$ cat src/sv/rsp_pkg.sv
// Package with result codes and the piece record for the rectangle subtractor.
`default_nettype none

package rsp_pkg;

	// Result status codes
	localparam logic [1:0] ST_NO_OVERLAP = 2'd0;
	localparam logic [1:0] ST_PIECE      = 2'd1;
	localparam logic [1:0] ST_COVERED    = 2'd2;

	// Remainder piece positions, in emission order
	localparam logic [1:0] SIDE_TOP    = 2'd0;
	localparam logic [1:0] SIDE_LEFT   = 2'd1;
	localparam logic [1:0] SIDE_RIGHT  = 2'd2;
	localparam logic [1:0] SIDE_BOTTOM = 2'd3;

	localparam int NUM_SIDES = 4;

	// One result rectangle
	typedef struct packed {
		logic [15:0] h;
		logic [15:0] w;
		logic [15:0] y;
		logic [15:0] x;
	} piece_t;

endpackage

`default_nettype wire

$ cat src/sv/rectangle_subtract_pieces.sv
// Rectangle subtractor: removes an occluder from a visible rectangle, emits remainder pieces.
//
// Input channel s_*: one item per handshake holds a visible and an occluding rectangle.
// Output channel m_*: one item per result rectangle; m_tlast marks the final result
// of each input item. With no overlap a single item echoes the visible rectangle
// (status no-overlap); with full cover a single all-zero item has status covered.
// Otherwise the top, left, right and bottom remainder pieces that exist follow in
// that order.
//
// The first result of an item passes three compute stages, the piece sequencer and
// the output register, in that order.
// Throughput: the compute stages take an item every cycle unless a stall holds them;
// the piece sequencer sends one result per cycle while the output is not stalled, and
// takes the next item as the last of the current item's one to four results is sent.
//
// Reset clears all valid bits; no item is in flight afterwards.
// When the receiver holds m_tready low the output register holds its item and the
// stall backs up stage by stage; s_tready falls only when the three compute stages and
// the sequencer are full. Nothing is dropped or repeated.
`default_nettype none

module rectangle_subtract_pieces
	import rsp_pkg::*;
(
	input  wire logic         clk,
	input  wire logic         arst_n,
	input  wire logic         s_tvalid,
	output logic              s_tready,
	// vis_x[15:0] vis_y[31:16] vis_w[46:32] vis_h[61:47]
	// occ_x[77:62] occ_y[93:78] occ_w[108:94] occ_h[123:109], zero pad [127:124]
	input  wire logic [127:0] s_tdata,
	output logic              m_tvalid,
	input  wire logic         m_tready,
	// piece_x[15:0] piece_y[31:16] piece_w[47:32] piece_h[63:48]
	output logic [63:0]       m_tdata,
	// status[1:0] side[3:2]
	output logic [3:0]        m_tuser,
	output logic              m_tlast
);

	// Stage handshake
	logic rdy_s1, rdy_s2, rdy_s3, e_ready, out_load;
	logic v_s1, v_s2, v_s3;

	// Stage 1 registers
	logic signed [15:0] vx_s1, vy_s1, ox_s1, oy_s1;
	logic [14:0]        vw_s1, vh_s1;
	logic signed [16:0] vr_s1, vb_s1, or_s1, ob_s1;

	// Stage 2 registers
	logic               ovl_s2;
	logic [3:0]         have_s2;
	logic [15:0]        vx_s2, vy_s2, by_s2, minb_s2, or_s2, ob_s2;
	logic [14:0]        vw_s2, vh_s2;
	logic [15:0]        top_h_s2, left_w_s2, right_w_s2, bot_h_s2;

	// Stage 2 combinational
	logic signed [16:0] vx_e, vy_e, ox_e, oy_e;
	logic               ovl_c;
	logic signed [15:0] by_c;
	logic signed [16:0] minb_c;

	// Stage 3 registers
	logic [1:0]         status_s3;
	logic [3:0]         mask_s3;
	piece_t             slot_s3 [NUM_SIDES];
	logic [15:0]        bh_c;

	// Sequencer registers
	logic               e_valid_q;
	logic [1:0]         e_status_q;
	logic [3:0]         e_mask_q;
	piece_t             e_slot_q [NUM_SIDES];
	logic [1:0]         sel_c;
	logic [3:0]         sel_oh_c;
	logic               e_last_c;

	// Output register
	logic               out_valid_q;
	piece_t             out_piece_q;
	logic [1:0]         out_status_q, out_side_q;
	logic               out_last_q;

	// Ready flows back from the output register
	assign out_load = e_valid_q && (!out_valid_q || m_tready);
	assign e_ready  = !e_valid_q || (out_load && e_last_c);
	assign rdy_s3   = !v_s3 || e_ready;
	assign rdy_s2   = !v_s2 || rdy_s3;
	assign rdy_s1   = !v_s1 || rdy_s2;
	assign s_tready = rdy_s1;

	// Valid bits
	always_ff @(posedge clk or negedge arst_n) begin
		if (!arst_n) begin
			v_s1 <= 1'b0;
			v_s2 <= 1'b0;
			v_s3 <= 1'b0;
		end else begin
			if (rdy_s1) v_s1 <= s_tvalid;
			if (rdy_s2) v_s2 <= v_s1;
			if (rdy_s3) v_s3 <= v_s2;
		end
	end

	// Stage 1: unpack and form far edges one bit wider
	always_ff @(posedge clk) begin
		if (rdy_s1 && s_tvalid) begin
			vx_s1 <= s_tdata[15:0];
			vy_s1 <= s_tdata[31:16];
			vw_s1 <= s_tdata[46:32];
			vh_s1 <= s_tdata[61:47];
			ox_s1 <= s_tdata[77:62];
			oy_s1 <= s_tdata[93:78];
			vr_s1 <= $signed({s_tdata[15], s_tdata[15:0]}) + $signed({2'b00, s_tdata[46:32]});
			vb_s1 <= $signed({s_tdata[31], s_tdata[31:16]}) + $signed({2'b00, s_tdata[61:47]});
			or_s1 <= $signed({s_tdata[77], s_tdata[77:62]}) + $signed({2'b00, s_tdata[108:94]});
			ob_s1 <= $signed({s_tdata[93], s_tdata[93:78]})
				+ $signed({2'b00, s_tdata[123:109]});
		end
	end

	// Stage 2: overlap test, side presence, band limits and piece extents
	assign vx_e   = {vx_s1[15], vx_s1};
	assign vy_e   = {vy_s1[15], vy_s1};
	assign ox_e   = {ox_s1[15], ox_s1};
	assign oy_e   = {oy_s1[15], oy_s1};
	assign ovl_c  = (ox_e < vr_s1) && (or_s1 > vx_e) && (oy_e < vb_s1) && (ob_s1 > vy_e);
	assign by_c   = (vy_s1 > oy_s1) ? vy_s1 : oy_s1;
	assign minb_c = (vb_s1 < ob_s1) ? vb_s1 : ob_s1;

	always_ff @(posedge clk) begin
		if (rdy_s2 && v_s1) begin
			ovl_s2     <= ovl_c;
			have_s2[SIDE_TOP]    <= oy_s1 > vy_s1;
			have_s2[SIDE_LEFT]   <= ox_s1 > vx_s1;
			have_s2[SIDE_RIGHT]  <= or_s1 < vr_s1;
			have_s2[SIDE_BOTTOM] <= ob_s1 < vb_s1;
			vx_s2      <= vx_s1;
			vy_s2      <= vy_s1;
			vw_s2      <= vw_s1;
			vh_s2      <= vh_s1;
			by_s2      <= by_c;
			minb_s2    <= minb_c[15:0];
			or_s2      <= or_s1[15:0];
			ob_s2      <= ob_s1[15:0];
			top_h_s2   <= oy_s1 - vy_s1;
			left_w_s2  <= ox_s1 - vx_s1;
			right_w_s2 <= vr_s1[15:0] - or_s1[15:0];
			bot_h_s2   <= vb_s1[15:0] - ob_s1[15:0];
		end
	end

	// Stage 3: band height and the result slots
	assign bh_c = minb_s2 - by_s2;

	always_ff @(posedge clk) begin
		if (rdy_s3 && v_s2) begin
			if (!ovl_s2) begin
				status_s3  <= ST_NO_OVERLAP;
				mask_s3    <= 4'b0001;
				slot_s3[0] <= '{h: {1'b0, vh_s2}, w: {1'b0, vw_s2}, y: vy_s2, x: vx_s2};
			end else if (have_s2 == 4'b0000) begin
				status_s3  <= ST_COVERED;
				mask_s3    <= 4'b0001;
				slot_s3[0] <= '0;
			end else begin
				status_s3  <= ST_PIECE;
				mask_s3    <= have_s2;
				slot_s3[0] <= '{h: top_h_s2, w: {1'b0, vw_s2}, y: vy_s2, x: vx_s2};
			end
			slot_s3[1] <= '{h: bh_c, w: left_w_s2, y: by_s2, x: vx_s2};
			slot_s3[2] <= '{h: bh_c, w: right_w_s2, y: by_s2, x: or_s2};
			slot_s3[3] <= '{h: bot_h_s2, w: {1'b0, vw_s2}, y: ob_s2, x: vx_s2};
		end
	end

	// Pick the lowest pending slot
	always_comb begin
		if (e_mask_q[0]) begin
			sel_c = SIDE_TOP;
		end else if (e_mask_q[1]) begin
			sel_c = SIDE_LEFT;
		end else if (e_mask_q[2]) begin
			sel_c = SIDE_RIGHT;
		end else begin
			sel_c = SIDE_BOTTOM;
		end
	end
	assign sel_oh_c = 4'b0001 << sel_c;
	assign e_last_c = (e_mask_q & ~sel_oh_c) == 4'b0000;

	// Sequencer: hold one item and send its pieces one per cycle while the output accepts them
	always_ff @(posedge clk or negedge arst_n) begin
		if (!arst_n) begin
			e_valid_q <= 1'b0;
		end else if (e_ready) begin
			e_valid_q <= v_s3;
		end
	end

	always_ff @(posedge clk) begin
		if (e_ready && v_s3) begin
			e_status_q <= status_s3;
			e_mask_q   <= mask_s3;
			e_slot_q   <= slot_s3;
		end else if (out_load) begin
			e_mask_q   <= e_mask_q & ~sel_oh_c;
		end
	end

	// Output register
	always_ff @(posedge clk or negedge arst_n) begin
		if (!arst_n) begin
			out_valid_q <= 1'b0;
		end else if (!out_valid_q || m_tready) begin
			out_valid_q <= e_valid_q;
		end
	end

	always_ff @(posedge clk) begin
		if (out_load) begin
			out_piece_q  <= e_slot_q[sel_c];
			out_status_q <= e_status_q;
			out_side_q   <= sel_c;
			out_last_q   <= e_last_c;
		end
	end

	assign m_tvalid = out_valid_q;
	assign m_tdata  = {out_piece_q.h, out_piece_q.w, out_piece_q.y, out_piece_q.x};
	assign m_tuser  = {out_side_q, out_status_q};
	assign m_tlast  = out_last_q;

`ifndef ASSERT_OFF
	// A held item always has a piece left to send
	a_mask_nonzero: assert property (@(posedge clk) disable iff (!arst_n)
		e_valid_q |-> (e_mask_q != 4'b0000))
		else $error("sequencer holds an item with no pending piece");

	// Echo and covered items carry exactly one result
	a_single_onehot: assert property (@(posedge clk) disable iff (!arst_n)
		(e_valid_q && (e_status_q != ST_PIECE)) |-> (e_mask_q == 4'b0001))
		else $error("single-result item has more than one slot pending");

	// Echo and covered results close their item
	a_single_last: assert property (@(posedge clk) disable iff (!arst_n)
		(out_valid_q && (out_status_q != ST_PIECE)) |-> out_last_q)
		else $error("single result without last mark");

	// Input backs up only when all compute stages are full
	a_ready_full: assert property (@(posedge clk) disable iff (!arst_n)
		!s_tready |-> (v_s1 && v_s2 && v_s3 && e_valid_q))
		else $error("input stalled with a free stage");
`endif

endmodule

`default_nettype wire
$ cat config.mk
export PLATFORM = sky130hd
export DESIGN_NAME = rectangle_subtract_pieces
export DESIGN_NICKNAME = d
export VERILOG_FILES = /design/src/sv/rsp_pkg.sv /design/src/sv/rectangle_subtract_pieces.sv
export SDC_FILE = /design/constraint.sdc
export NUM_CORES = 1
export LEC_CHECK = 0
export BUFFER_PORTS_ARGS = -buffer_cell sky130_fd_sc_hd__buf_2
export CAP_MARGIN = 20
export CORE_AREA = 2 2 298 211
export DETAILED_ROUTE_END_ITERATION = 16
export DIE_AREA = 0 0 300 213
export MAX_ROUTING_LAYER = met4
export PLACE_DENSITY = 0.79
export SLEW_MARGIN = 5
export SYNTH_ARGS = -nofsm -noshare
export SYNTH_HDL_FRONTEND = slang
export SYNTH_SLANG_ARGS = --single-unit
$ cat constraint.sdc
create_clock -name clk -period 14.44 [get_ports clk]
set_input_delay 2.888 -clock clk [delete_from_list [all_inputs] [get_ports clk]]
set_output_delay 2.888 -clock clk [all_outputs]
set_load 0.1 [all_outputs]
# ---- Yosys cells after proc, flatten, opt, wreduce, memory -nomap -nowiden
# Index checks and enable logic that the tools add are counted.
dict set report word_totals {
  register_bits 857
  input_bits 132
  output_inout_bits 71
  wordCells 129
}
dict set report classes {
  n_addsub 9
  n_lt_le_gt_ge 11
  shift 1
  mux 13
  n_bitwise 4
  n_reduce_logical 23
}
# op count
set op_table {}
lappend op_table {{binary-select mux 64 bit (select 2 bit)} 1}
lappend op_table {{2-to-1 mux 64 bit} 2}
lappend op_table {{2-to-1 mux 63 bit} 2}
lappend op_table {{subtractor 16 bit} 5}
lappend op_table {{adder 16 x 16 -> 17 bit} 4}
lappend op_table {{< comparator 17 bit} 3}
lappend op_table {{> comparator 16 bit} 3}
lappend op_table {{> comparator 17 x 16 -> 1 bit} 2}
lappend op_table {{< comparator 16 x 17 -> 1 bit} 2}
lappend op_table {{2-to-1 mux 16 bit} 2}
lappend op_table {{logical AND 1 bit} 9}
lappend op_table {{zero test 4 bit} 2}
lappend op_table {{2-to-1 mux 4 bit} 2}
lappend op_table {{2-to-1 mux 2 bit} 3}
lappend op_table {{zero test 1 bit} 5}
lappend op_table {{logical OR 1 bit} 5}
lappend op_table {{bitwise AND 4 bit} 1}
lappend op_table {{inverter 4 bit} 1}
lappend op_table {{left shift 1 x 2 -> 4 bit (first input constant)} 1}
lappend op_table {{greater-or-equal comparator 3 bit (second input constant)} 1}
lappend op_table {{inverter 2 -> 3 bit} 1}
lappend op_table {{nonzero test 2 bit} 1}
lappend op_table {{OR reduction 2 bit} 1}
lappend op_table {{2-to-1 mux 1 bit} 1}
lappend op_table {{inverter 1 bit} 1}

# ---- Logic depth before layout (Yosys ltp)
# Gate-level depths: netlist (run 1).
dict set report logic_depth {
  depth_word 13
  ltp_mapped 11
  mapped_depth_nobuf 10
}

# ---- Worst setup path after synthesis (run 1)
# OpenSTA, ideal clock, no wires.
dict set report synth_path {
  path_type {input to register}
  from {input port m_tready}
  to {register e_mask_q[1] (data pin)}
  setup_time_ns 0.683
  arrival_ns 14.108
  required_time_ns 13.757
  path_slack_ns -0.351
  path_stages 4
  path_buffers 0
  cell_sequence {nand2b_1 nand2_1 a21oi_1 o21ai_0}
}
dict set report synth_between {
  elab_chain_cells 6
}
# element line
set synth_lines {}
lappend synth_lines {{start, declared} rectangle_subtract_pieces.sv:33} ;# input wire logic m_tready,
lappend synth_lines {{logical OR 1 bit} rectangle_subtract_pieces.sv:85} ;# assign out_load = e_valid_q && (!out_valid_q || m_tready);
lappend synth_lines {{logical AND 1 bit} rectangle_subtract_pieces.sv:85}
lappend synth_lines {{logical AND 1 bit} rectangle_subtract_pieces.sv:86} ;# assign e_ready = !e_valid_q || (out_load && e_last_c);
lappend synth_lines {{logical OR 1 bit} rectangle_subtract_pieces.sv:86}
lappend synth_lines {{logical AND 1 bit} rectangle_subtract_pieces.sv:202} ;# if (e_ready && v_s3) begin
lappend synth_lines {{2-to-1 mux 4 bit} rectangle_subtract_pieces.sv:202}
lappend synth_lines {{end signal, assigned} rectangle_subtract_pieces.sv:204} ;# e_mask_q <= mask_s3;
lappend synth_lines {{end signal, assigned} rectangle_subtract_pieces.sv:207} ;# e_mask_q <= e_mask_q & ~sel_oh_c;
lappend synth_lines {{end, declared} rectangle_subtract_pieces.sv:72} ;# logic [3:0] e_mask_q;
# No other way between the ends.
# A chain may end at the register's enable or synchronous reset.

# ---- Worst setup path after layout (run 1)
dict set report layout_path {
  from {input port m_tready}
  to {output port s_tready}
}
dict set report layout_between {
  elab_chain_cells 7
}
# element line
set layout_lines {}
lappend layout_lines {{logical OR 1 bit} rectangle_subtract_pieces.sv:85}
lappend layout_lines {{logical AND 1 bit} rectangle_subtract_pieces.sv:85}
lappend layout_lines {{logical AND 1 bit} rectangle_subtract_pieces.sv:86}
lappend layout_lines {{logical OR 1 bit} rectangle_subtract_pieces.sv:86}
lappend layout_lines {{logical OR 1 bit} rectangle_subtract_pieces.sv:87} ;# assign rdy_s3 = !v_s3 || e_ready;
lappend layout_lines {{logical OR 1 bit} rectangle_subtract_pieces.sv:88} ;# assign rdy_s2 = !v_s2 || rdy_s3;
lappend layout_lines {{logical OR 1 bit} rectangle_subtract_pieces.sv:89} ;# assign rdy_s1 = !v_s1 || rdy_s2;
lappend layout_lines {{end, declared} rectangle_subtract_pieces.sv:28} ;# output logic s_tready,
# No other way between the ends.

==> flow_results.xml, run 1 <==
<?xml version="1.0" encoding="UTF-8"?>
<metrics>
  <group name="final_layout">
    <metric name="layout.nets" unit="">3116</metric>
    <metric name="final_layout_size_suffix_gt1_share" unit="%">13.4</metric>
    <metric name="fillCellCount" unit="">4076</metric>
    <metric name="layout-area-overhead-vs-synth" unit="%">12.4</metric>
    <metric name="final_common_cell" unit="">sky130_fd_sc_hd__edfxtp_1</metric>
    <metric name="layout_common_cells" unit="">sky130_fd_sc_hd__edfxtp_1 (850), sky130_fd_sc_hd__ha_1 (237), sky130_fd_sc_hd__buf_2 (198)</metric>
  </group>
  <group name="worst_hold_path">
    <metric name="hold_class" unit="">reg2reg</metric>
  </group>
  <group name="yosys">
    <metric name="yosys_register_bits" unit="">855</metric>
    <metric name="synth_edf_count" unit="">850</metric>
    <metric name="synth_fp_nets" unit="">2860</metric>
    <metric name="postSynth.asyncResetShare" unit="%">0.585</metric>
    <metric name="commonest_register_cell_after_synthesis" unit="">sky130_fd_sc_hd__edfxtp_1</metric>
    <metric name="ys_seq_area_share" unit="%">69.4</metric>
    <metric name="synthesis.yosys.warnings" unit="">0</metric>
    <metric name="netlist_instances" unit="">2482</metric>
    <metric name="syn_avg_cell_area" unit="µm²">14.9</metric>
    <metric name="yosys.cell_types.count" unit="">77</metric>
    <metric name="synth_area" unit="µm²">37000</metric>
  </group>
  <group name="sta">
    <metric name="setup_viol" unit="">0</metric>
    <metric name="timing.final.max_slew_violations" unit="">0</metric>
    <metric name="totalNegativeSetupSlack" unit="ps">0</metric>
    <metric name="fin_worst_skew" unit="ps">20.0</metric>
    <metric name="timing.final.crit_share" unit="%">48.2</metric>
    <metric name="timing.max_slew.rel_slack" unit="%">23.1</metric>
    <metric name="grt_setup_unrepaired" unit="">false</metric>
    <metric name="final-hold-violation-count" unit="">0</metric>
    <metric name="finalHoldWorstSlack" unit="ps">411</metric>
    <metric name="highest_attainable_clock_frequency" unit="GHz">0.144</metric>
    <metric name="pin_slew_with_the_least_headroom_to_its_limit" unit="ps">1150</metric>
    <metric name="finalCriticalPeriod" unit="ps">6960</metric>
  </group>
  <group name="drt">
    <metric name="via_count" unit="">21500</metric>
    <metric name="routed_wire_length_per_instance" unit="µm">22.8</metric>
    <metric name="first_iter_violations" unit="">2302</metric>
    <metric name="drc" unit="">0</metric>
    <metric name="antenna_violating_nets_post_route" unit="">0</metric>
    <metric name="routed_via_density" unit="">5.93</metric>
    <metric name="first_pass_iters" unit="">6</metric>
    <metric name="routed_wirelength" unit="µm">82500</metric>
  </group>
  <group name="floorplanning">
    <metric name="floorplan.rows" unit="">76</metric>
    <metric name="ioPinCount" unit="">203</metric>
    <metric name="floorplan.die.height" unit="µm">213</metric>
    <metric name="initial_utilization" unit="%">60.5</metric>
    <metric name="dieArea" unit="µm²">63900</metric>
    <metric name="core_area" unit="µm²">61000</metric>
    <metric name="fp.dieW" unit="µm">300</metric>
  </group>
  <group name="cts">
    <metric name="ctsRootBufferMaster" unit="">sky130_fd_sc_hd__clkbuf_16</metric>
    <metric name="clockBufferDepth" unit="">3</metric>
    <metric name="cts-htree-levels" unit="">3</metric>
    <metric name="cts-resized-gates" unit="">0</metric>
    <metric name="tritoncts_clock_tree" unit="">yes</metric>
    <metric name="clkSinkCount" unit="">855</metric>
    <metric name="post_cts_buffers" unit="">0</metric>
    <metric name="clk_pin_slew_worst_paths" unit="ps">70</metric>
    <metric name="cts_buffers" unit="">78</metric>
    <metric name="worstSkewPairLatency" unit="ps">630</metric>
    <metric name="ctsHoldBuffers" unit="">0</metric>
  </group>
  <group name="critical_path">
    <metric name="crit_arrival" unit="ps">4070</metric>
    <metric name="critPathCaptureType" unit="">output port</metric>
    <metric name="start_kind" unit="">input port</metric>
    <metric name="timing.setup.critical_path_class" unit="">in2out</metric>
    <metric name="worst_ep_required_time" unit="ps">11550</metric>
    <metric name="path_max_fanout" unit="">3</metric>
  </group>
  <group name="place">
    <metric name="dp_hpwl" unit="µm">58300</metric>
    <metric name="gp_congestion" unit="">0.940</metric>
    <metric name="io_buffers" unit="">198</metric>
  </group>
  <group name="pwr">
    <metric name="power.density_cell_area" unit="nW/µm²">218</metric>
    <metric name="ir_worst_vdd" unit="mV">0.181</metric>
    <metric name="leakage_power" unit="µW">0.0160</metric>
  </group>
  <group name="global_route">
    <metric name="grt_pass1_wl" unit="µm">124000</metric>
    <metric name="grt_start_max_net_pins" unit="">80</metric>
    <metric name="antenna_violations_before_repair" unit="">4</metric>
    <metric name="first_global_vias" unit="">20700</metric>
    <metric name="grtUsageTotal" unit="%">27.0</metric>
    <metric name="grt_remaining_overflow" unit="">0</metric>
  </group>
  <group name="run">
    <metric name="timing.max_cap.violations" unit="">0</metric>
  </group>
  <group name="status">
    <metric name="status" unit="">complete, no violations</metric>
  </group>
</metrics>
-- per-layer routing --
metal / part of all wire (%) / vias up / GRT usage, %
met5: 0 / - / -
met4: 2.2 / 0 / 6.86
met3: 8.4 / 133 / 3.93
met1: 46 / 10600 / 41.5
met2: 43 / 936 / 38.0
li1: - / 9804 / -
-- per-stage QoR --
step	instance area (µm²)	util, %	setup slack [ps]	total power (µW)	std cells
2_1_floorplan	37000	-	4660	6210	2482
3_3_place_gp	39000	63.8	7580	6820	3477
3_5_place_dp	39000	63.8	7530	6950	3477
4_1_cts	41500	68.1	7480	9060	3615
5_1_grt	41600	68.1	7390	9460	3618
6_report	41600	68.1	7480	9040	3618
-- path summary, 6_finish.rpt --
check / start / to / slack [ps] / cells past startpoint
setup / recovery: m_tready / s_tready / 7480 / 7
min in group asynchronous: arst_n / e_valid_q / 2080 / 1
max in group asynchronous: arst_n / v_s3 / 12230 / 1
setup reg to reg: e_mask_q[0] / vb_s1[2] / 9650 / 10
hold / removal: slot_s3[93] / e_slot_q[93] / 410 / 0
hold reg to reg: slot_s3[93] / e_slot_q[93] / 410 / 0
-- layout make-up --
cell class | instances | area [µm²] | share of cell area [%]
diodes | 3 | 7.51 | 0.0181
flip-flops and latches | 855 | 25600 | 61.7
clock inverters | 45 | 541 | 1.30
repair buffers | 219 | 1150 | 2.76
multi-input cells | 1397 | 10400 | 25.1
clock buffers | 93 | 2030 | 4.88
well taps | 819 | 1020 | 2.47
inverters | 187 | 702 | 1.69
-- critical path: stages --
cell and delay (ps):
sky130_fd_sc_hd__buf_2 70, sky130_fd_sc_hd__nand2b_1 160, sky130_fd_sc_hd__nand2_1 150, sky130_fd_sc_hd__nand2_1 140, sky130_fd_sc_hd__nor2_1 60, sky130_fd_sc_hd__nand3_1 140
sky130_fd_sc_hd__buf_2 460
-- sequential cells by signal, summed over array words and instances (netlist names), 17 cells and up --
| name | flops |
|---|---|
| vr_s1 | 17 |
| e_slot_q | 206 |
| m_tdata | 64 |
| or_s1 | 17 |
| ob_s1 | 17 |
| slot_s3 | 206 |
| vb_s1 | 17 |
-- logic make-up (layout without fill, tap and decap cells) --
| group | Yosys count | in the layout | share of synthesized area (%) |
|---|---|---|---|
| mux | 98 | 98 | 2.81 |
| xor+xnor | 102 | 102 | 2.42 |
| other cells | 0 | 3 | 0 |
| fa+ha+maj | 247 | 247 | 8.54 |
| simple gates | 485 | 485 | 6.61 |
| buf+inv | 230 | 544 | 2.43 |
| compound gates | 465 | 465 | 7.80 |
| flops | 855 | 855 | 69.4 |
-- cell usage after synthesis (3+ instances only) --
| cell type | count | share of area, % |
|---|---|---|
| sky130_fd_sc_hd__a21boi_0 | 10 | 0.20 |
| sky130_fd_sc_hd__nor3_1 | 27 | 0.37 |
| sky130_fd_sc_hd__edfxtp_1 | 850 | 69 |
| sky130_fd_sc_hd__nand3_1 | 27 | 0.37 |
| sky130_fd_sc_hd__a2111oi_0 | 6 | 0.14 |
| sky130_fd_sc_hd__o311ai_0 | 4 | 0.095 |
| sky130_fd_sc_hd__a211oi_1 | 12 | 0.24 |
| sky130_fd_sc_hd__a21oi_1 | 139 | 1.9 |
| sky130_fd_sc_hd__mux2i_1 | 82 | 2.2 |
| sky130_fd_sc_hd__nor2b_1 | 44 | 0.74 |
| sky130_fd_sc_hd__inv_1 | 187 | 1.9 |
| sky130_fd_sc_hd__o21bai_1 | 11 | 0.22 |
| sky130_fd_sc_hd__fa_1 | 9 | 0.49 |
| sky130_fd_sc_hd__nand2_1 | 135 | 1.4 |
| sky130_fd_sc_hd__o211ai_1 | 9 | 0.18 |
| sky130_fd_sc_hd__o21ai_1 | 3 | 0.041 |
| sky130_fd_sc_hd__a31oi_1 | 9 | 0.15 |
| sky130_fd_sc_hd__and3_1 | 8 | 0.14 |
| sky130_fd_sc_hd__a211o_1 | 8 | 0.19 |
| sky130_fd_sc_hd__or4_1 | 3 | 0.061 |
| sky130_fd_sc_hd__and4_1 | 9 | 0.21 |
| sky130_fd_sc_hd__o21ai_0 | 144 | 1.9 |
| sky130_fd_sc_hd__nor4b_1 | 4 | 0.095 |
| sky130_fd_sc_hd__nor2_1 | 101 | 1.0 |
| sky130_fd_sc_hd__dfrtp_1 | 5 | 0.34 |
| sky130_fd_sc_hd__mux2_2 | 6 | 0.18 |
| sky130_fd_sc_hd__buf_2 | 7 | 0.095 |
| sky130_fd_sc_hd__nand4_1 | 20 | 0.34 |
| sky130_fd_sc_hd__a21o_1 | 42 | 0.85 |
| sky130_fd_sc_hd__ha_1 | 237 | 8.0 |
| sky130_fd_sc_hd__mux2_4 | 10 | 0.41 |
| sky130_fd_sc_hd__or3_1 | 8 | 0.14 |
| sky130_fd_sc_hd__xnor2_1 | 77 | 1.8 |
| sky130_fd_sc_hd__o31ai_1 | 6 | 0.12 |
| sky130_fd_sc_hd__clkbuf_1 | 31 | 0.31 |
| sky130_fd_sc_hd__o31a_1 | 3 | 0.071 |
| sky130_fd_sc_hd__nor4_1 | 9 | 0.15 |
| sky130_fd_sc_hd__o21a_1 | 26 | 0.53 |
| sky130_fd_sc_hd__nand2b_1 | 22 | 0.37 |
| sky130_fd_sc_hd__xor2_1 | 25 | 0.59 |
| sky130_fd_sc_hd__a311o_1 | 3 | 0.081 |
| sky130_fd_sc_hd__and2_1 | 59 | 1.0 |
-- power breakdown --
group          internal, µW  total, µW  switching (µW)
combinational           776       2670            1890
sequential             3960       4270             312
clock                  1210       2100             893
No activity file was read; power rests on OpenSTA's default activity.
==> inputs of run 2 (changes only) <==
CORE_AREA = 2 2 313 222   (was 2 2 298 211)
DIE_AREA = 0 0 315 224   (was 0 0 300 213)
PLACE_DENSITY = 0.76   (was 0.79)
clock period = 5.9 ns   (was 14.44 ns; I/O delays follow)
==> run 2 against run 1 <==
Against the previous run:
- sequential power rose by 150%
- final cell count rose by 2.9%
- global-route usage fell by 2.5 points
- non-clock buffer count rose by 6
- sequential share of layout area fell by 0.50 points
- critical path type is now reg2out
- largest cell class unchanged
==> flow_results.xml, run 2 (synthesis gave the netlist of run 1 again) <==
<?xml version="1.0" encoding="UTF-8"?>
<metrics>
  <group name="status">
    <metric name="status" unit="">complete, no violations</metric>
  </group>
  <group name="cts">
    <metric name="ctsRootBufferMaster" unit="">sky130_fd_sc_hd__clkbuf_16</metric>
    <metric name="cts_buffers" unit="">80</metric>
    <metric name="cts-htree-levels" unit="">3</metric>
    <metric name="tritoncts_clock_tree" unit="">yes</metric>
    <metric name="clk_pin_slew_worst_paths" unit="ps">60</metric>
    <metric name="post_cts_buffers" unit="">0</metric>
    <metric name="worstSkewPairLatency" unit="ps">670</metric>
    <metric name="clockBufferDepth" unit="">3</metric>
    <metric name="cts-resized-gates" unit="">0</metric>
    <metric name="clkSinkCount" unit="">855</metric>
    <metric name="ctsHoldBuffers" unit="">0</metric>
  </group>
  <group name="final_layout">
    <metric name="final_layout_size_suffix_gt1_share" unit="%">13.5</metric>
    <metric name="layout.cell_area.non_filler" unit="µm²">41900</metric>
    <metric name="layout-area-overhead-vs-synth" unit="%">13.3</metric>
    <metric name="layout_common_cells" unit="">sky130_fd_sc_hd__edfxtp_1 (850), sky130_fd_sc_hd__ha_1 (237), sky130_fd_sc_hd__buf_2 (198)</metric>
    <metric name="layout.nets" unit="">3124</metric>
    <metric name="final_common_cell" unit="">sky130_fd_sc_hd__edfxtp_1</metric>
    <metric name="fillCellCount" unit="">4860</metric>
  </group>
  <group name="sta">
    <metric name="pin_slew_with_the_least_headroom_to_its_limit" unit="ps">1200</metric>
    <metric name="setup_ws" unit="ps">1610</metric>
    <metric name="setup_viol" unit="">0</metric>
    <metric name="highest_attainable_clock_frequency" unit="GHz">0.233</metric>
    <metric name="timing.max_slew.rel_slack" unit="%">19.7</metric>
    <metric name="timing.final.crit_share" unit="%">72.8</metric>
    <metric name="final-hold-violation-count" unit="">0</metric>
    <metric name="totalNegativeSetupSlack" unit="ps">0</metric>
    <metric name="fin_worst_skew" unit="ps">34.0</metric>
    <metric name="timing.final.max_slew_violations" unit="">0</metric>
    <metric name="grt_setup_unrepaired" unit="">false</metric>
    <metric name="finalCriticalPeriod" unit="ps">4290</metric>
    <metric name="finalHoldWorstSlack" unit="ps">338</metric>
  </group>
  <group name="floorplanning">
    <metric name="dieArea" unit="µm²">70600</metric>
    <metric name="floorplan.rows" unit="">80</metric>
    <metric name="core_area" unit="µm²">67600</metric>
    <metric name="ioPinCount" unit="">203</metric>
    <metric name="initial_utilization" unit="%">54.7</metric>
    <metric name="floorplan.die.height" unit="µm">224</metric>
    <metric name="fp.dieW" unit="µm">315</metric>
  </group>
  <group name="pwr">
    <metric name="leakage_power" unit="µW">0.0161</metric>
    <metric name="power.density_cell_area" unit="nW/µm²">532</metric>
    <metric name="totalPowerFinal" unit="µW">22300</metric>
    <metric name="ir_worst_vdd" unit="mV">0.379</metric>
  </group>
  <group name="critical_path">
    <metric name="rr_startpoint" unit="">e_mask_q[0]</metric>
    <metric name="crit_arrival" unit="ps">3110</metric>
    <metric name="regToRegEndpoint" unit="">or_s1[15]</metric>
    <metric name="cp-startpoint" unit="">e_mask_q[0]</metric>
    <metric name="worst_ep_required_time" unit="ps">4720</metric>
    <metric name="critPathCapture" unit="">s_tready</metric>
    <metric name="rr_worst_depth" unit="">8</metric>
    <metric name="timing.setup.critical_path_class" unit="">reg2out</metric>
    <metric name="regToRegSetupSlack" unit="ps">2300</metric>
    <metric name="path_max_fanout" unit="">15</metric>
    <metric name="critPathCaptureType" unit="">output port</metric>
    <metric name="start_kind" unit="">flop</metric>
  </group>
  <group name="worst_hold_path">
    <metric name="hold_class" unit="">in2async</metric>
  </group>
  <group name="drt">
    <metric name="routed_wire_length_per_instance" unit="µm">22.5</metric>
    <metric name="routed_via_density" unit="">5.69</metric>
    <metric name="drc" unit="">0</metric>
    <metric name="via_count" unit="">21200</metric>
    <metric name="routed_wirelength" unit="µm">83700</metric>
    <metric name="first_iter_violations" unit="">2317</metric>
    <metric name="first_pass_iters" unit="">5</metric>
    <metric name="antenna_violating_nets_post_route" unit="">0</metric>
  </group>
  <group name="place">
    <metric name="io_buffers" unit="">198</metric>
    <metric name="detailed_place.area" unit="µm²">39200</metric>
    <metric name="post-place-ws" unit="ps">2060</metric>
    <metric name="dp_hpwl" unit="µm">59700</metric>
    <metric name="gp_congestion" unit="">0.974</metric>
  </group>
  <group name="global_route">
    <metric name="grt_remaining_overflow" unit="">0</metric>
    <metric name="grt_pass1_wl" unit="µm">125000</metric>
    <metric name="grtUsageTotal" unit="%">24.5</metric>
    <metric name="first_global_vias" unit="">20700</metric>
    <metric name="grt_start_max_net_pins" unit="">132</metric>
    <metric name="antenna_violations_before_repair" unit="">7</metric>
  </group>
  <group name="run">
    <metric name="timing.max_cap.violations" unit="">0</metric>
  </group>
</metrics>
[run 2: cell types whose count changed in the layout (fill, tap and decap cells not counted), sizes merged]
cell,before,now
buf,219,225
clkinv,25,30
inv,193,195
clkinvlp,3,7
clkbuf,93,97
bufinv,11,7
diode,3,8
[run 2: through the flow]
stage,cells,utilization (%)
detailed placement,3566,58.0
global route,3720,62.0
CTS,3715,62.0
global placement,3566,58.0
floorplan,2482,-
finish,3723,62.0
[run 2: routing by layer]
metal / vias to the layer above / GRT usage, % / routed length, µm / share of wire [%]
met3: 123 / 4.59 / 6900 / 8.3
met1: 10400 / 37.4 / 39000 / 47
met5: - / - / 0 / 0
met2: 861 / 34.5 / 36200 / 43
met4: 0 / 5.04 / 1490 / 1.8
li1: 9816 / - / - / -
[run 2: worst min-delay path by stage]
stage	start	end	slack, ps	cells past startpoint
after detailed placement	slot_s3[100]	e_slot_q[100]	400	0
after floorplan	slot_s3[0]	e_slot_q[0]	400	0
after global placement	slot_s3[4]	e_slot_q[4]	400	0
after CTS	arst_n	v_s1	310	1
final	arst_n	v_s1	340	1
after global routing	arst_n	v_s1	310	1
[run 2: power by group]
group          leakage, µW  switching [µW]  internal (µW)
Combinational      0.00672            4690           1980
Clock              0.00127            2310           2870
Sequential         0.00808             781           9670
[run 2: layout make-up]
type / instances / area, µm² / share of cell area [%]
repair buffers: 225 / 1290 / 3.09
clock inverters: 52 / 587 / 1.40
multi-input cells: 1397 / 10400 / 24.9
clock buffers: 97 / 2070 / 4.93
diodes: 8 / 20.0 / 0.0478
inverters: 187 / 702 / 1.68
flip-flops and latches: 855 / 25600 / 61.2
well taps: 902 / 1130 / 2.69
[run 2: worst max-delay path, cell delays in order, from the launching register on]
cell                       delay [ps]
sky130_fd_sc_hd__edfxtp_1         600
sky130_fd_sc_hd__maj3_1           400
sky130_fd_sc_hd__o21ai_0          430
sky130_fd_sc_hd__nand2_1          220
sky130_fd_sc_hd__nand2_1          140
sky130_fd_sc_hd__nor2_1            70
sky130_fd_sc_hd__nand3_1          150
sky130_fd_sc_hd__buf_2            450
==> inputs of run 3 (changes only) <==
ABC_AREA = 1   (was unset)
CORE_AREA = 2 2 303 215   (was 2 2 313 222)
DIE_AREA = 0 0 305 217   (was 0 0 315 224)
PLACE_DENSITY = 0.79   (was 0.76)
clock period = 4.4 ns   (was 5.9 ns; I/O delays follow)
==> run 3 against run 2 <==
Against the previous run:
- total power up 68%
- critical path depth up 3
- count of clock-buffer cells in the layout down 9
- sequential share of layout area down 1.7 points
- flip-flop and latch count unchanged
- worst hold slack worse by 300 ps
- critical path type unchanged
- highest routed layer unchanged
- final cell count up 14%
- die area down 6.2%
==> flow_results.xml, run 3 <==
<?xml version="1.0" encoding="UTF-8"?>
<metrics>
  <group name="final_layout">
    <metric name="utilization" unit="%">67.6</metric>
    <metric name="fillCellCount" unit="">4507</metric>
    <metric name="layout.cell_area.non_filler" unit="µm²">43100</metric>
    <metric name="layout_common_cells" unit="">sky130_fd_sc_hd__edfxtp_1 (850), sky130_fd_sc_hd__nand2_1 (510), sky130_fd_sc_hd__inv_1 (360)</metric>
    <metric name="layout.nets" unit="">3725</metric>
    <metric name="final_layout_size_suffix_gt1_share" unit="%">12.5</metric>
    <metric name="final_common_cell" unit="">sky130_fd_sc_hd__edfxtp_1</metric>
    <metric name="layout-area-overhead-vs-synth" unit="%">12.7</metric>
    <metric name="layoutNonFillerInstCount" unit="">4251</metric>
  </group>
  <group name="sta">
    <metric name="finalHoldWorstSlack" unit="ps">41.7</metric>
    <metric name="setup_viol" unit="">0</metric>
    <metric name="pin_slew_with_the_least_headroom_to_its_limit" unit="ps">1050</metric>
    <metric name="timing.final.crit_share" unit="%">85.4</metric>
    <metric name="timing.max_slew.rel_slack" unit="%">30.0</metric>
    <metric name="final-hold-violation-count" unit="">0</metric>
    <metric name="highest_attainable_clock_frequency" unit="GHz">0.266</metric>
    <metric name="finalCriticalPeriod" unit="ps">3760</metric>
    <metric name="fin_worst_skew" unit="ps">43.4</metric>
    <metric name="grt_setup_unrepaired" unit="">false</metric>
    <metric name="timing.final.max_slew_violations" unit="">0</metric>
  </group>
  <group name="drt">
    <metric name="via_count" unit="">24800</metric>
    <metric name="first_pass_iters" unit="">6</metric>
    <metric name="first_iter_violations" unit="">3285</metric>
    <metric name="drc" unit="">0</metric>
    <metric name="routed_via_density" unit="">5.83</metric>
    <metric name="routed_wire_length_per_instance" unit="µm">23.6</metric>
    <metric name="routed_wirelength" unit="µm">100000</metric>
    <metric name="antenna_violating_nets_post_route" unit="">0</metric>
  </group>
  <group name="cts">
    <metric name="tritoncts_clock_tree" unit="">yes</metric>
    <metric name="clkSinkCount" unit="">855</metric>
    <metric name="clk_pin_slew_worst_paths" unit="ps">70</metric>
    <metric name="clockBufferDepth" unit="">3</metric>
    <metric name="cts-htree-levels" unit="">3</metric>
    <metric name="ctsHoldBuffers" unit="">0</metric>
    <metric name="worstSkewPairLatency" unit="ps">650</metric>
    <metric name="post_cts_buffers" unit="">0</metric>
    <metric name="cts_buffers" unit="">79</metric>
    <metric name="cts-resized-gates" unit="">0</metric>
    <metric name="ctsRootBufferMaster" unit="">sky130_fd_sc_hd__clkbuf_16</metric>
  </group>
  <group name="pwr">
    <metric name="swShare" unit="%">41.0</metric>
    <metric name="power.share.clock" unit="%">18.5</metric>
    <metric name="ir_worst_vdd" unit="mV">0.625</metric>
    <metric name="sequentialPowerShare" unit="%">45.1</metric>
    <metric name="totalPowerFinal" unit="µW">37400</metric>
    <metric name="leakage_power" unit="µW">0.0179</metric>
    <metric name="net-switching-power" unit="µW">15300</metric>
    <metric name="power.combinational.fraction" unit="%">36.4</metric>
    <metric name="internal_power" unit="µW">22100</metric>
    <metric name="power.density_cell_area" unit="nW/µm²">867</metric>
  </group>
  <group name="critical_path">
    <metric name="path_max_fanout" unit="">20</metric>
    <metric name="worst_ep_required_time" unit="ps">3520</metric>
    <metric name="worst_path_max_delay_cell" unit="">sky130_fd_sc_hd__edfxtp_1</metric>
    <metric name="critPathCaptureType" unit="">output port</metric>
    <metric name="path_buf_inv" unit="">3</metric>
    <metric name="crit_family" unit="">simple AND/OR/NAND/NOR gates</metric>
    <metric name="start_kind" unit="">flop</metric>
    <metric name="max_stage_delay" unit="ps">510</metric>
    <metric name="rr_worst_depth" unit="">10</metric>
    <metric name="timing.critical_path.cells" unit="">nor2_4 -&gt; inv_2 -&gt; nor2_1 -&gt; nor2_1 -&gt; nor2_1 -&gt; nand2_2 -&gt; nand4_1 -&gt; nor2_1 -&gt; inv_1 -&gt; buf_12</metric>
    <metric name="timing.critical_path.mode_cell" unit="">sky130_fd_sc_hd__nor2_1</metric>
    <metric name="timing.setup.critical_path_class" unit="">reg2out</metric>
    <metric name="crit_arrival" unit="ps">2880</metric>
    <metric name="path_depth" unit="">10</metric>
    <metric name="rr_startpoint" unit="">e_mask_q[0]</metric>
    <metric name="cp-startpoint" unit="">e_mask_q[0]</metric>
  </group>
  <group name="place">
    <metric name="detailed_place.area" unit="µm²">40500</metric>
    <metric name="io_buffers" unit="">198</metric>
    <metric name="placed_cells_incl_taps" unit="">4106</metric>
    <metric name="gp_congestion" unit="">0.986</metric>
    <metric name="dp_hpwl" unit="µm">73200</metric>
  </group>
  <group name="global_route">
    <metric name="grtUsageTotal" unit="%">31.6</metric>
    <metric name="antenna_violations_before_repair" unit="">1</metric>
    <metric name="grt_start_max_net_pins" unit="">98</metric>
    <metric name="grt_pass1_wl" unit="µm">148000</metric>
    <metric name="grt_remaining_overflow" unit="">0</metric>
    <metric name="first_global_vias" unit="">23700</metric>
  </group>
  <group name="yosys">
    <metric name="synthesis.yosys.warnings" unit="">0</metric>
    <metric name="yosys_register_bits" unit="">855</metric>
    <metric name="ys_seq_area_share" unit="%">67.1</metric>
    <metric name="synth_top_cells_by_area" unit="">sky130_fd_sc_hd__edfxtp_1 (67%), sky130_fd_sc_hd__ha_1 (7.8%), sky130_fd_sc_hd__nand2_1 (5.0%)</metric>
    <metric name="synth_area" unit="µm²">38200</metric>
    <metric name="syn_avg_cell_area" unit="µm²">12.4</metric>
    <metric name="synth_fp_nets" unit="">3461</metric>
    <metric name="yosys.cell_types.count" unit="">50</metric>
    <metric name="yosys.area.top_type" unit="">sky130_fd_sc_hd__edfxtp_1</metric>
    <metric name="postSynth.asyncResetShare" unit="%">0.585</metric>
    <metric name="commonest_register_cell_after_synthesis" unit="">sky130_fd_sc_hd__edfxtp_1</metric>
    <metric name="post-synth-top-area-fraction" unit="%">66.7</metric>
    <metric name="top_post_synthesis_cells_by_count" unit="">sky130_fd_sc_hd__edfxtp_1 (850), sky130_fd_sc_hd__nand2_1 (514), sky130_fd_sc_hd__inv_1 (366)</metric>
    <metric name="netlist_instances" unit="">3083</metric>
    <metric name="synth_edf_count" unit="">850</metric>
    <metric name="post-synth-top-count-cell" unit="">sky130_fd_sc_hd__edfxtp_1</metric>
  </group>
  <group name="floorplanning">
    <metric name="fp.dieW" unit="µm">305</metric>
    <metric name="dieArea" unit="µm²">66200</metric>
    <metric name="floorplan.die.height" unit="µm">217</metric>
    <metric name="core_area" unit="µm²">63700</metric>
    <metric name="ioPinCount" unit="">203</metric>
    <metric name="initial_utilization" unit="%">60.0</metric>
    <metric name="floorplan.rows" unit="">78</metric>
  </group>
  <group name="worst_hold_path">
    <metric name="hold_class" unit="">in2async</metric>
  </group>
  <group name="run">
    <metric name="timing.max_cap.violations" unit="">0</metric>
  </group>
  <group name="status">
    <metric name="status" unit="">complete, no violations</metric>
  </group>
</metrics>
run 3: cell types whose count changed in the layout (fill, tap and decap cells not counted), moves of 27 or more:
cell	before	now
sky130_fd_sc_hd__nand3_1	27	94
sky130_fd_sc_hd__a21o_1	42	15
sky130_fd_sc_hd__and2_1	55	1
sky130_fd_sc_hd__xnor2_1	77	42
sky130_fd_sc_hd__nor2_1	100	253
sky130_fd_sc_hd__nand2_1	135	510
sky130_fd_sc_hd__inv_1	187	360
sky130_fd_sc_hd__o22ai_1	0	48
sky130_fd_sc_hd__mux2i_1	82	0
sky130_fd_sc_hd__nor2b_1	43	0
sky130_fd_sc_hd__xor2_1	25	64
run 3: final timing paths:
path / to / slack (ps)
worst max-delay path: s_tready / 640
worst min-delay path: v_s2 / 40
worst max register to register: e_slot_q[49] / 1000
worst min register to register: e_slot_q[121] / 400
max in group asynchronous: m_tvalid / 4210
min in group clk: e_slot_q[121] / 400
run 3: layout make-up:
class                   instances  area (µm²)  area share (%)
well taps                     840        1050            2.44
diodes                          1        2.50         0.00581
clock buffers                  88        2010            4.66
multi-input cells            1804       11000            25.5
flip-flops and latches        855       25700            59.5
inverters                     373        1430            3.31
clock inverters                56         606            1.40
repair buffers                234        1380            3.19
run 3: metrics by stage:
| step | TNS (ps) | worst slack, ps |
|---|---|---|
| detailed placement | 0 | 1000 |
| global placement | 0 | 975 |
| global route | 0 | 566 |
| CTS | 0 | 614 |
| finish | 0 | 643 |
| floorplan | -104980 | -348 |
run 3: metal layers:
layer	track usage, %	wire [µm]	up-vias
met5	-	0	-
met4	6.85	2040	0
met3	9.70	13300	169
met2	41.2	39700	1405
met1	48.4	45300	11800
li1	-	-	11400
run 3: cell families after synthesis:
| logic type | Yosys count | synth area share (%) |
|---|---|---|
| AOI/OAI and AO/OA | 483 | 7.23 |
| buffers and inverters | 424 | 4.31 |
| DFF | 855 | 67.1 |
| adders and majority gates | 246 | 8.22 |
| and+or+nand+nor | 969 | 10.7 |
| xor gates and xnor gates | 106 | 2.43 |
run 3: power groups by stage:
| stage | sequential, µW | combinational (µW) | clock, µW |
|---|---|---|---|
| finish | 16900 | 13600 | 6920 |
| global route | 17200 | 14700 | 7290 |
| CTS | 16800 | 13500 | 6990 |
| detailed placement | 16900 | 13300 | 0 |
| global placement | 16700 | 13000 | 0 |
| floorplan | 18800 | 6960 | 0 |
